==> src/design/b91le_pkg.sv <==
`timescale 1ns / 1ps
// shared constants, types and digit split for the base-91 encoder
package b91le_pkg;

   localparam int ByteWidth   = 8;
   localparam int CharWidth   = 7;
   localparam int QueueWidth  = 12;
   localparam int CountWidth  = 4;
   localparam int GroupBits   = 13;
   localparam int ShortBits   = 6;
   localparam int WindowWidth = QueueWidth + ByteWidth;
   localparam int SumWidth    = CountWidth + 1;
   localparam int AlphaBase   = 91;
   localparam int CharOffset  = 33;
   localparam int CharMax     = AlphaBase - 1 + CharOffset;
   localparam int RecipMul    = 11523;
   localparam int RecipShift  = 20;
   localparam int RecipWidth  = 14;
   localparam int ProdWidth   = GroupBits + RecipWidth;
   localparam int IndexWidth  = 2;
   localparam int TotalWidth  = IndexWidth + 1;

   typedef enum logic [1:0] {
      FlushNone,
      FlushPair,
      FlushSingle
   } flush_kind_type;

   typedef struct packed {
      logic                  grp;
      logic [GroupBits-1:0]  grp_value;
      flush_kind_type        flush_kind;
      logic [GroupBits-1:0]  flush_value;
      logic                  last;
      logic [IndexWidth-1:0] last_idx;
   } job_type;

   typedef struct packed {
      logic [CharWidth-1:0] quot;
      logic [CharWidth-1:0] rem;
   } digits_type;

   // split v into v/91 and v%91 through a scaled reciprocal
   function automatic digits_type split_digits(input logic [GroupBits-1:0] v);
      logic [ProdWidth-1:0] prod;
      logic [GroupBits-1:0] back;
      logic [GroupBits-1:0] diff;
      digits_type           d;
      prod   = ProdWidth'(v) * ProdWidth'(RecipMul);
      d.quot = prod[RecipShift +: CharWidth];
      back   = GroupBits'(d.quot) * GroupBits'(AlphaBase);
      diff   = v - back;
      d.rem  = diff[CharWidth-1:0];
      return d;
   endfunction

endpackage

==> src/design/b91le_if.sv <==
`timescale 1ns / 1ps
// item channels for the base-91 encoder
interface b91le_req_if;
   logic                            valid;
   logic                            ready;
   logic [b91le_pkg::ByteWidth-1:0] data_byte;
   logic                            is_last;

   modport source (output valid, output data_byte, output is_last, input ready);
   modport sink   (input valid, input data_byte, input is_last, output ready);
endinterface

interface b91le_rsp_if;
   logic                            valid;
   logic                            ready;
   logic [b91le_pkg::CharWidth-1:0] out_char;
   logic                            run_last;
   logic                            message_end;

   modport source (output valid, output out_char, output run_last, output message_end,
                   input ready);
   modport sink   (input valid, input out_char, input run_last, input message_end,
                   output ready);
endinterface

==> src/design/base91_lazy_encoder.sv <==
`timescale 1ns / 1ps
// top level of the lazy base-91 encoder with fixed 13-bit groups
// One message byte per item; a byte that completes a 13-bit group gives two characters, so
// such bytes are bounded by the single result port that hands out one character a cycle
// while the receiver is ready. A last byte gives two to four characters (group pair plus
// flush). A byte is taken while the previous item's last character is moving out; its first
// character enters the result register when that is free. Bytes that give no character are
// taken every cycle while nothing is queued. Empty messages cannot be expressed.
module base91_lazy_encoder (
   input logic        clock,
   input logic        reset,
   b91le_req_if.sink  req_ch,
   b91le_rsp_if.source rsp_ch
);

   b91le_pkg::job_type job;
   logic               has_chars;
   logic               take;
   logic               accept;

   assign req_ch.ready = take;
   assign accept       = req_ch.valid && take;

   b91le_packer u_packer (
      .clock     (clock),
      .reset     (reset),
      .accept    (accept),
      .data_byte (req_ch.data_byte),
      .is_last   (req_ch.is_last),
      .job       (job),
      .has_chars (has_chars)
   );

   b91le_emitter u_emitter (
      .clock           (clock),
      .reset           (reset),
      .load            (accept && has_chars),
      .new_job         (job),
      .take            (take),
      .rsp_valid       (rsp_ch.valid),
      .rsp_ready       (rsp_ch.ready),
      .rsp_char        (rsp_ch.out_char),
      .rsp_run_last    (rsp_ch.run_last),
      .rsp_message_end (rsp_ch.message_end)
   );

endmodule

==> src/design/b91le_packer.sv <==
`timescale 1ns / 1ps
// bit queue: appends a byte, cuts a 13-bit group and plans the flush
module b91le_packer (
   input  logic                            clock,
   input  logic                            reset,
   input  logic                            accept,
   input  logic [b91le_pkg::ByteWidth-1:0] data_byte,
   input  logic                            is_last,
   output b91le_pkg::job_type              job,
   output logic                            has_chars
);

   logic [b91le_pkg::QueueWidth-1:0]  pend_ff, pend_in;
   logic [b91le_pkg::CountWidth-1:0]  cnt_ff, cnt_in;
   logic [b91le_pkg::CountWidth-1:0]  shamt;
   logic [b91le_pkg::WindowWidth-1:0] window, rest;
   logic [b91le_pkg::SumWidth-1:0]    sum_cnt, rest_cnt;
   logic [b91le_pkg::TotalWidth-1:0]  total;
   logic                              grp;

   always_comb begin
      shamt   = b91le_pkg::CountWidth'(b91le_pkg::QueueWidth) - cnt_ff;
      window  = {pend_ff, b91le_pkg::ByteWidth'(0)}
              | (b91le_pkg::WindowWidth'(data_byte) << shamt);
      sum_cnt = {1'b0, cnt_ff} + b91le_pkg::SumWidth'(b91le_pkg::ByteWidth);
      grp     = sum_cnt > b91le_pkg::SumWidth'(b91le_pkg::QueueWidth);
      if (grp) begin
         rest     = window << b91le_pkg::GroupBits;
         rest_cnt = sum_cnt - b91le_pkg::SumWidth'(b91le_pkg::GroupBits);
      end else begin
         rest     = window;
         rest_cnt = sum_cnt;
      end

      job.grp         = grp;
      job.grp_value   = window[b91le_pkg::WindowWidth-1 -: b91le_pkg::GroupBits];
      job.flush_value = rest[b91le_pkg::WindowWidth-1 -: b91le_pkg::GroupBits];
      job.last        = is_last;
      if (!is_last) begin
         job.flush_kind = b91le_pkg::FlushNone;
      end else if (rest_cnt > b91le_pkg::SumWidth'(b91le_pkg::ShortBits)) begin
         job.flush_kind = b91le_pkg::FlushPair;
      end else if (rest_cnt != '0) begin
         job.flush_kind = b91le_pkg::FlushSingle;
      end else begin
         job.flush_kind = b91le_pkg::FlushNone;
      end

      total = grp ? b91le_pkg::TotalWidth'(2) : '0;
      if (job.flush_kind == b91le_pkg::FlushPair) begin
         total = total + b91le_pkg::TotalWidth'(2);
      end else if (job.flush_kind == b91le_pkg::FlushSingle) begin
         total = total + b91le_pkg::TotalWidth'(1);
      end
      has_chars    = total != '0;
      job.last_idx = b91le_pkg::IndexWidth'(total - b91le_pkg::TotalWidth'(1));

      pend_in = pend_ff;
      cnt_in  = cnt_ff;
      if (accept) begin
         if (is_last) begin
            pend_in = '0;
            cnt_in  = '0;
         end else begin
            pend_in = rest[b91le_pkg::WindowWidth-1 -: b91le_pkg::QueueWidth];
            cnt_in  = rest_cnt[b91le_pkg::CountWidth-1:0];
         end
      end
   end

   always_ff @(posedge clock) begin
      if (reset) begin
         pend_ff <= '0;
         cnt_ff  <= '0;
      end else begin
         pend_ff <= pend_in;
         cnt_ff  <= cnt_in;
      end
   end

endmodule

==> src/design/b91le_emitter.sv <==
`timescale 1ns / 1ps
// holds one item's characters; the result register gives one a cycle unless stalled
module b91le_emitter (
   input  logic                            clock,
   input  logic                            reset,
   input  logic                            load,
   input  b91le_pkg::job_type              new_job,
   output logic                            take,
   output logic                            rsp_valid,
   input  logic                            rsp_ready,
   output logic [b91le_pkg::CharWidth-1:0] rsp_char,
   output logic                            rsp_run_last,
   output logic                            rsp_message_end
);

   b91le_pkg::job_type               job_ff, job_in;
   logic                             job_valid_ff, job_valid_in;
   logic [b91le_pkg::IndexWidth-1:0] idx_ff, idx_in;
   logic                             out_valid_ff, out_valid_in;
   logic [b91le_pkg::CharWidth-1:0]  char_ff, char_in;
   logic                             run_last_ff, run_last_in;
   logic                             msg_end_ff, msg_end_in;
   logic                             out_free, advance, finish, in_flush, hi;
   logic [b91le_pkg::GroupBits-1:0]  value;
   b91le_pkg::digits_type            digits;

   always_comb begin
      out_free = !out_valid_ff || rsp_ready;
      advance  = job_valid_ff && out_free;
      finish   = advance && (idx_ff == job_ff.last_idx);
      take     = !job_valid_ff || finish;

      // pairs sit at even positions, quotient first
      in_flush = !job_ff.grp || idx_ff[1];
      hi       = !idx_ff[0];
      value    = in_flush ? job_ff.flush_value : job_ff.grp_value;
      digits   = b91le_pkg::split_digits(value);

      if (in_flush && job_ff.flush_kind == b91le_pkg::FlushSingle) begin
         char_in = b91le_pkg::CharWidth'(value[b91le_pkg::GroupBits-1 -: b91le_pkg::ShortBits])
                 + b91le_pkg::CharWidth'(b91le_pkg::CharOffset);
      end else if (hi) begin
         char_in = digits.quot + b91le_pkg::CharWidth'(b91le_pkg::CharOffset);
      end else begin
         char_in = digits.rem + b91le_pkg::CharWidth'(b91le_pkg::CharOffset);
      end
      run_last_in = idx_ff == job_ff.last_idx;
      msg_end_in  = run_last_in && job_ff.last;

      out_valid_in = advance ? 1'b1 : (rsp_ready ? 1'b0 : out_valid_ff);

      job_in       = job_ff;
      job_valid_in = job_valid_ff;
      idx_in       = idx_ff;
      if (load) begin
         job_in       = new_job;
         job_valid_in = 1'b1;
         idx_in       = '0;
      end else if (finish) begin
         job_valid_in = 1'b0;
      end else if (advance) begin
         idx_in = idx_ff + b91le_pkg::IndexWidth'(1);
      end
   end

   always_ff @(posedge clock) begin
      if (reset) begin
         job_valid_ff <= 1'b0;
         out_valid_ff <= 1'b0;
         idx_ff       <= '0;
      end else begin
         job_valid_ff <= job_valid_in;
         out_valid_ff <= out_valid_in;
         idx_ff       <= idx_in;
      end
   end

   always_ff @(posedge clock) begin
      job_ff <= job_in;
      if (advance) begin
         char_ff     <= char_in;
         run_last_ff <= run_last_in;
         msg_end_ff  <= msg_end_in;
      end
   end

   assign rsp_valid       = out_valid_ff;
   assign rsp_char        = char_ff;
   assign rsp_run_last    = run_last_ff;
   assign rsp_message_end = msg_end_ff;

`ifndef SYNTHESIS
   a_char_range: assert property (@(posedge clock) disable iff (reset)
      out_valid_ff |-> (char_ff >= b91le_pkg::CharWidth'(b91le_pkg::CharOffset)
                     && char_ff <= b91le_pkg::CharWidth'(b91le_pkg::CharMax)))
      else $error("result character outside the alphabet");
   a_idx_bound: assert property (@(posedge clock) disable iff (reset)
      job_valid_ff |-> idx_ff <= job_ff.last_idx)
      else $error("character index ran past the item's last character");
   a_end_is_last: assert property (@(posedge clock) disable iff (reset)
      (out_valid_ff && msg_end_ff) |-> run_last_ff)
      else $error("message end without run end");
   a_no_overwrite: assert property (@(posedge clock) disable iff (reset)
      load |-> (!job_valid_ff || finish))
      else $error("new item loaded over unfinished characters");
   a_output_held: assert property (@(posedge clock) disable iff (reset)
      (out_valid_ff && !rsp_ready) |=> (out_valid_ff && $stable(char_ff)))
      else $error("stalled result character changed");
`endif

endmodule

==> src/flat_wrapper.sv <==
// flat-port wrapper written by rule: the top's interface ports become plain ports
module base91_lazy_encoder_flat 
  (clock, reset, req_ch_valid, req_ch_data_byte, req_ch_is_last, req_ch_ready, rsp_ch_valid, rsp_ch_out_char, rsp_ch_run_last, rsp_ch_message_end, rsp_ch_ready);
  b91le_req_if req_ch_i ();
  b91le_rsp_if rsp_ch_i ();
  input logic clock;
  input logic reset;
  input wire logic [$bits(req_ch_i.valid)-1:0] req_ch_valid;
  input wire logic [$bits(req_ch_i.data_byte)-1:0] req_ch_data_byte;
  input wire logic [$bits(req_ch_i.is_last)-1:0] req_ch_is_last;
  output wire logic [$bits(req_ch_i.ready)-1:0] req_ch_ready;
  output wire logic [$bits(rsp_ch_i.valid)-1:0] rsp_ch_valid;
  output wire logic [$bits(rsp_ch_i.out_char)-1:0] rsp_ch_out_char;
  output wire logic [$bits(rsp_ch_i.run_last)-1:0] rsp_ch_run_last;
  output wire logic [$bits(rsp_ch_i.message_end)-1:0] rsp_ch_message_end;
  input wire logic [$bits(rsp_ch_i.ready)-1:0] rsp_ch_ready;
  assign req_ch_i.valid = req_ch_valid;
  assign req_ch_i.data_byte = req_ch_data_byte;
  assign req_ch_i.is_last = req_ch_is_last;
  assign req_ch_ready = req_ch_i.ready;
  assign rsp_ch_valid = rsp_ch_i.valid;
  assign rsp_ch_out_char = rsp_ch_i.out_char;
  assign rsp_ch_run_last = rsp_ch_i.run_last;
  assign rsp_ch_message_end = rsp_ch_i.message_end;
  assign rsp_ch_i.ready = rsp_ch_ready;
  base91_lazy_encoder u_core (.clock(clock), .reset(reset), .req_ch(req_ch_i), .rsp_ch(rsp_ch_i));
endmodule
==> config.mk <==
export PLATFORM = sky130hd
export DESIGN_NAME = base91_lazy_encoder_flat
export DESIGN_NICKNAME = d
export VERILOG_FILES = /design/src/design/b91le_pkg.sv /design/src/design/b91le_if.sv /design/src/design/base91_lazy_encoder.sv /design/src/design/b91le_packer.sv /design/src/design/b91le_emitter.sv /design/src/flat_wrapper.sv
export SDC_FILE = /design/constraint.sdc
export NUM_CORES = 1
export LEC_CHECK = 0
export ABC_AREA = 0
export BUFFER_PORTS_ARGS = -buffer_cell sky130_fd_sc_hd__buf_2
export CELL_PAD_IN_SITES_DETAIL_PLACEMENT = 0
export CELL_PAD_IN_SITES_GLOBAL_PLACEMENT = 1
export CORE_MARGIN = 2
export CORE_UTILIZATION = 45
export CTS_BUF_LIST = sky130_fd_sc_hd__clkbuf_4 sky130_fd_sc_hd__clkbuf_8
export CTS_CLUSTER_SIZE = 24
export DETAILED_ROUTE_END_ITERATION = 6
export PLACE_DENSITY_LB_ADDON = 0.25
export SYNTH_ARGS = -nofsm -noshare
export SYNTH_HDL_FRONTEND = slang
export SYNTH_HIERARCHICAL = 1
export SYNTH_SLANG_ARGS = --single-unit
==> constraint.sdc <==
create_clock -name clock -period 20.5 [get_ports clock]
set_clock_uncertainty 0.05 [all_clocks]
set_input_delay 6.15 -clock clock [delete_from_list [all_inputs] [get_ports clock]]
set_output_delay 6.15 -clock clock [all_outputs]
set_load 0.005 [all_outputs]
==> run summary, run 1 <==
Final Max Slew Viols = 0
# fillers = 1357
Final #Nets = 869
GR Util All Layers = 18.4%
Mean area per synthesized cell = 9.66 sq um
Startpoint types = input port
Core area = 0.0145 sq mm
Vias in the first global route = 4805
Worst Min Path Start = u_core/u_packer/pend_ff[4]
WL per Instance = 15.9 um
Initial DRC Count = 201
PostCTS Resize Cnt = 0
Fin crit period = 12.89 ns
HP Class = register to register
Reg2Reg Setup Slack = 10.59 ns
Asr flop ratio synth = 0%
Hold buffers post-CTS = 0
Unique masters post-synth = 75
Via count = 4797
Status = finished clean
H-tree depth = 3
Max cap viols = 0
Root buffer cell = clkbuf_8
Ys flop type = edfxtp_1
Post-synth EDFFs = 41
First-pass GRT wire length = 23.5 mm
I/O Buffers = 23
Layout area overhead = 7.81%
Clock Latency Late Sink = 0.33 ns
Die Wd = 126 um
Tcrit/Tclk final = 62.9%
Pin count of the biggest net entering global routing = 36
Fin. Hold Viols = 0
Initial antenna violation count = 0
GRT overflow = 0
Die Area = 0.0158 sq mm
Adder-cell share of the synthesized area = 32.2%
Worst-Margin Slew = 0.862 ns
Sequential area share after synthesis = 24.5%
Critical Path Sink Type = primary output
Pre-antenna DRT Iters = 7
Dpl hpwl = 11.9 mm
Slew headroom = 42.4%
Vias/cell = 5.35
Max frequency = 0.0776 GHz
Setup bufs post-CTS = 0
Post-Synthesis Cells = 690
Gpl congestion = 0.875
Detail Route Antenna Nets = 0
IO Pins = 24
CP Max Fanout = 3
Residual DRC = 0
Simple-gate share of the synthesized area = 11.8%
Unrepaired setup endpoints after global routing = no
CTS tree = done
Min-Delay Path Depth = 2
Critical Path Source = rsp_ch_ready
CP arrival = 6.69 ns
# diodes = 0
Clock sink count = 61
Post-Syn Area = 0.00667 sq mm
Complex-gate fraction of the synthesized area = 12.2%
Clk slew on worst S/H paths = 0.06 ns
Reg2Reg Capture Point = u_core/u_emitter/rsp_char[6]
Starting Density = 46.1%
Post-synthesis mux area share = 5.61%
Combinational family with the most area after synthesis = adder cells
Routed WL = 14.3 mm
Hold endpoint = u_core/u_packer/pend_ff[4]
Setup TNS = 0 ns
Setup violators final = 0
Ys Warns = 6
Reg2Reg Depth = 36
CTS Buf Count = 9
Share of cells above drive strength 1 = 10.7%
Reg2reg start = u_core/u_emitter/idx_ff[1]
WP data required = 14.30 ns
Std-Cell Rows = 44
Synth Register Bits = 61
XOR/XNOR share of the synthesized area = 5.09%
Clock Tree Buf Depth = 2
Die height = 126 um
Crit Path Class = input port to primary output
Mapped Nets = 852
[how the worst max path moves through the flow]
stage | slack [ns] | cells past startpoint | to
2_1_floorplan | 7.86 | 3 | req_ch_ready
3_3_place_gp | 7.63 | 5 | req_ch_ready
3_5_place_dp | 7.60 | 5 | req_ch_ready
4_1_cts | 7.60 | 5 | req_ch_ready
5_1_grt | 7.56 | 5 | req_ch_ready
6_report | 7.61 | 5 | req_ch_ready
[sequential cells by signal (all words and copies together), names as in the netlist]
signal / cells
u_core/u_emitter/rsp_run_last: 1
u_core/u_emitter/rsp_message_end: 1
u_core/u_emitter/job_valid_ff: 1
u_core/u_emitter/rsp_char: 7
u_core/u_packer/cnt_ff: 4
u_core/u_packer/pend_ff: 12
u_core/u_emitter/rsp_valid: 1
u_core/u_emitter/job_ff: 32
u_core/u_emitter/idx_ff: 2
[cells by family (layout without fill, tap and decap cells)]
logic type / after synthesis / after routing
multiplexers: 29 / 29
AO/OA/AOI/OAI: 118 / 118
buffers and inverters: 144 / 166
adder cells (fa/ha/maj): 149 / 149
AND/OR/NAND/NOR: 155 / 155
flip-flops: 61 / 61
XOR/XNOR: 34 / 34
[final cells by class]
cell class                 count  area [sq um]  area share (%)
tap                          184           230            3.20
timing repair buffer          27           145            2.02
multi-input combinational    485          4470            62.1
sequential                    61          1630            22.7
clock buffer                  12           159            2.21
clock inverter                 4          95.1            1.32
inverter                     123           462            6.42
[synthesized netlist by cell type, types with 9 or more instances]
master / instances / area, sq um
inv_1: 123 / 462
ha_1: 111 / 1390
edfxtp_1: 41 / 1230
nor2_1: 39 / 146
fa_1: 38 / 761
nand2_1: 36 / 135
a21oi_1: 28 / 140
xnor2_1: 23 / 201
o21ai_0: 21 / 105
dfxtp_1: 20 / 400
nor3_1: 18 / 90.1
mux2i_1: 13 / 130
mux2_2: 10 / 113
and2_1: 9 / 56.3
buf_2: 9 / 45.0
nor2b_1: 9 / 56.3
[critical path, stage by stage]
cell and delay [ns]:
buf_2 0.09, nand2b_1 0.15, nand2_1 0.08, nand2_1 0.08, buf_2 0.13
[layout by cell type, fill, tap and decap left out, types with 20 or more instances in the layout]
| cell type | synthesis | final |
|---|---|---|
| inv_1 | 123 | 123 |
| fa_1 | 38 | 38 |
| dfxtp_1 | 20 | 20 |
| edfxtp_1 | 41 | 41 |
| xnor2_1 | 23 | 23 |
| ha_1 | 111 | 111 |
| nand2_1 | 36 | 36 |
| buf_2 | 9 | 23 |
| o21ai_0 | 21 | 21 |
| nor2_1 | 39 | 39 |
| a21oi_1 | 28 | 28 |
[metrics by stage]
stage / std cells / utilization [%] / hold slack, ns / setup slack [ns] / instance area, sq um
CTS: 896 / 49.6 / 0.417 / 7.60 / 7190
detailed placement: 880 / 47.9 / 0.401 / 7.60 / 6930
global placement: 880 / 47.9 / 0.398 / 7.63 / 6930
floorplan: 690 / - / 0.375 / 7.86 / 6670
finish: 896 / 49.6 / 0.414 / 7.61 / 7190
global route: 896 / 49.6 / 0.450 / 7.56 / 7190
[layer usage]
metal / vias to the layer above / GRT usage [%] / wire length (um)
li1: 2418 / - / -
met1: 2294 / 23.6 / 6630
met2: 64 / 31.6 / 6960
met3: 21 / 3.14 / 287
met4: 0 / 6.47 / 376
met5: - / 0 / 0
Power of run 1 is left out: the tool's default activity adds up to more than one toggle a clock period on the data nets, which glitch-free logic cannot reach.
==> inputs of run 2 (changes only) <==
clock period = 13.35 ns   (was 20.5 ns; I/O delays follow)
==> run summary, run 2 (synthesized netlist as in run 1, its figures left out) <==
Top sig layer = met4 (unchanged)
Hold buffers post-CTS = 0 (unchanged)
Setup TNS = 0 ns (unchanged)
GR Util All Layers = 19.1% (was 18.4%)
CP arrival = 9.93 ns (was 6.69 ns)
Met3 wire len = 368 um (was 287 um)
Placed Cells = 879 (was 880)
Residual DRC = 0 (unchanged)
Initial DRC Count = 224 (was 201)
Final Max Slew Viols = 0 (unchanged)
Share of cells above drive strength 1 = 10.5% (was 10.7%)
First-pass GRT wire length = 24.2 mm (was 23.5 mm)
IO Pins = 24 (unchanged)
Detail Route Antenna Nets = 0 (unchanged)
Die Area = 0.0158 sq mm (unchanged)
Fin crit period = 9.90 ns
Critical Path Sink Type = register (was primary output)
Unrepaired setup endpoints after global routing = no (unchanged)
# diodes = 0 (unchanged)
Vias in the first global route = 4910 (was 4805)
Fin. Hold Viols = 0 (unchanged)
Clock sink count = 61 (unchanged)
Final #Nets = 868 (was 869)
Die height = 126 um (unchanged)
Crit Path Class = register to register (was input port to primary output)
Via count = 4779 (was 4797)
WP data required = 13.37 ns (was 14.30 ns)
CTS tree = done (unchanged)
HP Class = register to register (unchanged)
Top reg by flops = u_core/u_emitter/job_ff (unchanged)
Layout area overhead = 6.38% (was 7.81%)
Setup bufs post-CTS = 0 (unchanged)
Die Wd = 126 um (unchanged)
Worst-Margin Slew = 0.800 ns (was 0.862 ns)
Leading cell type in the layout, fill and taps excluded = inv_1 (unchanged)
WL per Instance = 16.3 um (was 15.9 um)
Pre-antenna DRT Iters = 5 (was 7)
DR WL met2 = 7.11 mm (was 6.96 mm)
Starting Density = 46.1% (unchanged)
Max FFs per register = 32 (unchanged)
Clock Tree Buf Depth = 2 (unchanged)
Vias/cell = 5.34 (was 5.35)
GRT overflow = 0 (unchanged)
CP top delay family = adder cells (was simple AND/OR/NAND/NOR gates)
Max frequency = 0.101 GHz
Most common cell on crit path = fa_1
Gpl congestion = 0.871 (was 0.875)
Startpoint types = register (was input port)
I/O Buffers = 23 (unchanged)
Buf/Inv on CP = 6 (was 2)
Status = finished clean (unchanged)
Clk slew on worst S/H paths = 0.07 ns (was 0.06 ns)
Std-Cell Rows = 44 (unchanged)
Fin cells = 895 (was 896)
Initial antenna violation count = 0 (unchanged)
Core area = 0.0145 sq mm (unchanged)
Root buffer cell = clkbuf_8 (unchanged)
Clock Latency Late Sink = 0.33 ns (about the same)
Routed WL = 14.6 mm (was 14.3 mm)
Max cap viols = 0 (unchanged)
PostCTS Resize Cnt = 0 (unchanged)
Tcrit/Tclk final = 74.2%
Pin count of the biggest net entering global routing = 36 (unchanged)
CP Max Fanout = 15 (was 3)
Dpl hpwl = 12.2 mm (was 11.9 mm)
CTS Buf Count = 9 (unchanged)
H-tree depth = 3 (unchanged)
Setup violators final = 0 (unchanged)
Largest stage delay, worst path = 0.55 ns (was 0.15 ns)
Most frequent cells in the layout = 123 x inv_1, 111 x ha_1, 41 x edfxtp_1 (unchanged)
Routed length on met1 = 6.73 mm (was 6.63 mm)
Slowest-stage cell, CP = fa_1 (was nand2b_1)
Slew headroom = 46.3% (was 42.4%)
==> run 2: changes by cell type in the layout (fill, tap and decap cells not counted), sizes merged <==
cell	previous run	this run
bufinv	3	0
clkinv	1	4
buf	27	26
clkinvlp	0	1
clkbuf	12	11
==> run 2: layer usage <==
layer / track usage [%] / vias to the layer above
met3: 2.51 / 24
met5: 0 / -
met1: 24.6 / 2251
met4: 6.08 / 0
met2: 33.4 / 91
li1: - / 2413
==> run 2: cell type report <==
type	count	area [sq um]
clock inverters	5	27.5
inverters	123	462
multi-input cells	485	4470
flip-flops and latches	61	1630
clock buffers	11	139
well taps	184	230
repair buffers	26	138
fillers	1356	7390
==> run 2: final timing paths <==
path,start,end,slack [ns],cells past startpoint
min reg2reg,u_core/u_packer/pend_ff[4],u_core/u_packer/pend_ff[4],0.41,2
min,u_core/u_packer/pend_ff[4],u_core/u_packer/pend_ff[4],0.41,2
max reg2reg,u_core/u_emitter/idx_ff[1],u_core/u_emitter/rsp_char[6],3.45,33
max,u_core/u_emitter/idx_ff[1],u_core/u_emitter/rsp_char[6],3.45,33
==> run 2: metrics by stage <==
step	instance area (sq um)	hold slack [ns]	worst slack [ns]	utilization, %
finish	7090	0.406	3.45	49.0
global route	7090	0.455	2.68	49.0
CTS	7090	0.415	3.33	49.0
detailed placement	6930	0.397	3.35	47.8
global placement	6930	0.392	3.58	47.8
floorplan	6670	0.375	4.12	-
==> run 2: worst min-delay path: stages (launching register included) <==
cell and delay [ns]:
dfxtp_1 0.32, a21oi_1 0.04, nor2_1 0.06
Power of run 2 is left out for the same reason.
==> inputs of run 3 (changes only) <==
ABC_AREA = 1   (was 0)
clock period = 8.8 ns   (was 13.35 ns; I/O delays follow)
==> run summary, run 3 <==
Status = finished clean (unchanged)
H-tree depth = 3 (unchanged)
XOR/XNOR share of the synthesized area = 1.79% (was 5.09%)
Max frequency = 0.121 GHz (was 0.101 GHz)
Share of cells above drive strength 1 = 18.1% (was 10.5%)
Complex-gate fraction of the synthesized area = 7.67% (was 12.2%)
Pre-antenna DRT Iters = 4 (was 5)
I/O Buffers = 23 (unchanged)
Pin count of the biggest net entering global routing = 34 (was 36)
Sequential area share after synthesis = 22.5% (was 24.5%)
Worst-Margin Slew = 0.861 ns (was 0.800 ns)
Ys flop type = edfxtp_1 (unchanged)
Slowest-stage cell, CP = fa_1 (unchanged)
Clock sink count = 61 (unchanged)
First-pass GRT wire length = 27.7 mm (was 24.2 mm)
Initial antenna violation count = 0 (unchanged)
# diodes = 0 (unchanged)
Synth Register Bits = 61 (unchanged)
Leading cell type in the layout, fill and taps excluded = nand2_1 (was inv_1)
Asr flop ratio synth = 0% (unchanged)
Die Area = 0.0172 sq mm (was 0.0158 sq mm)
CP top delay family = adder cells (unchanged)
Adder-cell share of the synthesized area = 29.6% (was 32.2%)
Critical Path Source = u_core/u_emitter/job_ff[31] (was u_core/u_emitter/idx_ff[1])
Buf/Inv on CP = 6 (unchanged)
WL per Instance = 14.4 um (was 16.3 um)
Starting Density = 45.9% (was 46.1%)
Via count = 5669 (was 4779)
Std-Cell Rows = 46 (was 44)
Final #Nets = 1116 (was 868)
GR Util All Layers = 21.0% (was 19.1%)
CP arrival = 8.28 ns (was 9.93 ns)
Layout area overhead = 9.20% (was 6.38%)
Commonest cells post-synth = 197 x nand2_1, 184 x inv_1, 111 x ha_1 (was 123 x inv_1, 111 x ha_1, 41 x edfxtp_1)
Synth area leaders = ha_1 19%, edfxtp_1 17%, fa_1 10% (was ha_1 21%, edfxtp_1 18%, fa_1 11%)
Mapped Nets = 1085 (was 852)
WP data required = 8.84 ns (was 13.37 ns)
Area leader, netlist = ha_1 (unchanged)
CTS tree = done (unchanged)
Worst Min Path Start = u_core/u_packer/pend_ff[11] (was u_core/u_packer/pend_ff[4])
Residual DRC = 0 (unchanged)
Ys Warns = 6 (unchanged)
Dpl hpwl = 14.3 mm (was 12.2 mm)
Slew headroom = 42.4% (was 46.3%)
Fin. Hold Viols = 0 (unchanged)
Clock Tree Buf Depth = 2 (unchanged)
Startpoint types = register (unchanged)
Setup TNS = 0 ns (unchanged)
Post-Synthesis Cells = 923 (was 690)
Critical Path Sink Type = register (unchanged)
Tcrit/Tclk final = 93.6% (was 74.2%)
Gpl congestion = 0.943 (was 0.871)
Post-synth EDFFs = 41 (unchanged)
Vias in the first global route = 5615 (was 4910)
Max cap viols = 0 (unchanged)
Count leader, synth = nand2_1 (was inv_1)
IO Pins = 24 (unchanged)
Min-Delay Path Depth = 2 (unchanged)
Initial DRC Count = 222 (was 224)
GRT overflow = 0 (unchanged)
Fin crit period = 8.24 ns (was 9.90 ns)
Reg2Reg Depth = 37 (was 33)
Setup violators final = 0 (unchanged)
Largest stage delay, worst path = 0.54 ns (was 0.55 ns)
Unique masters post-synth = 51 (was 75)
Yosys top cell area share = 19.1% (was 20.8%)
HP Class = register to register (unchanged)
Detail Route Antenna Nets = 0 (unchanged)
CP Max Fanout = 11 (was 15)
Reg2reg start = u_core/u_emitter/job_ff[31] (was u_core/u_emitter/idx_ff[1])
Pre-CTS WS = 0.0713 ns (was 3.35 ns)
Clk slew on worst S/H paths = 0.08 ns (was 0.07 ns)
Die Wd = 131 um (was 126 um)
Reg2Reg Setup Slack = 0.56 ns (was 3.45 ns)
Combinational family with the most area after synthesis = adder cells (unchanged)
Clock Latency Late Sink = 0.36 ns (was 0.33 ns)
Mean area per synthesized cell = 7.87 sq um (was 9.66 sq um)
Routed WL = 16.9 mm (was 14.6 mm)
Unrepaired setup endpoints after global routing = no (unchanged)
Post-Syn Area = 0.00726 sq mm (was 0.00667 sq mm)
Most frequent cells in the layout = 196 x nand2_1, 178 x inv_1, 108 x ha_1 (was 123 x inv_1, 111 x ha_1, 41 x edfxtp_1)
Simple-gate share of the synthesized area = 26.9% (was 11.8%)
Hold buffers post-CTS = 0 (unchanged)
Crit Path Class = register to register (unchanged)
Root buffer cell = clkbuf_8 (unchanged)
Die height = 131 um (was 126 um)
Max FFs per register = 32 (unchanged)
Final Max Slew Viols = 0 (unchanged)
Vias/cell = 4.82 (was 5.34)
WHS = 0.414 ns (was 0.406 ns)
Worst path depth = 37 (was 33)
Post-synthesis mux area share = 0% (was 5.61%)
Core area = 0.0158 sq mm (was 0.0145 sq mm)
Final Worst Setup Slack = 0.561 ns (was 3.45 ns)
CTS Buf Count = 9 (unchanged)
Top reg by flops = u_core/u_emitter/job_ff (unchanged)
## run 3: what timing repair did
item                       in CTS  in global routing
setup endpoints to repair       0                  1
setup buffers                   0                  9
resized for setup               0                 29
## run 3: worst min-delay path, delay by kind of cell (launching register included)
kind | cells | cell delay [ns]
simple gates | 1 | 0.06
flops | 1 | 0.31
compound gates | 1 | 0.06
## run 3: per-stage QoR
stage,instance area [sq um],utilization [%],instances
after CTS,7770,49.1,1166
after global placement,7570,47.8,1150
final,7930,50.1,1175
after global routing,7930,50.1,1175
after floorplan,7260,-,923
after detailed placement,7570,47.8,1150
## run 3: final timing paths
check / endpoint
max: u_core/u_emitter/rsp_char[6]
min: u_core/u_packer/pend_ff[11]
max reg2reg: u_core/u_emitter/rsp_char[6]
min reg2reg: u_core/u_packer/pend_ff[11]
## run 3: cells by family after synthesis
family	after synthesis
AO/OA/AOI/OAI	96
flip-flops	61
adder cells (fa/ha/maj)	149
buffers and inverters	210
XOR/XNOR	14
AND/OR/NAND/NOR	393
## run 3: per-layer routing
metal,vias to the layer above,wire (um),global-route usage [%]
met3,29,442,2.61
met5,-,0,0
met1,2562,7730,26.4
met4,0,447,7.20
met2,81,8310,37.2
li1,2997,-,-
## run 3: area by class of cell
| class | instances | area (sq um) |
|---|---|---|
| tap | 216 | 270 |
| timing repair buffer | 37 | 220 |
| clock buffer | 9 | 124 |
| multi-input combinational | 652 | 4880 |
| fill | 1602 | 7900 |
| inverter | 193 | 727 |
| sequential | 61 | 1630 |
| clock inverter | 7 | 81.3 |
Power of run 3 is left out for the same reason.
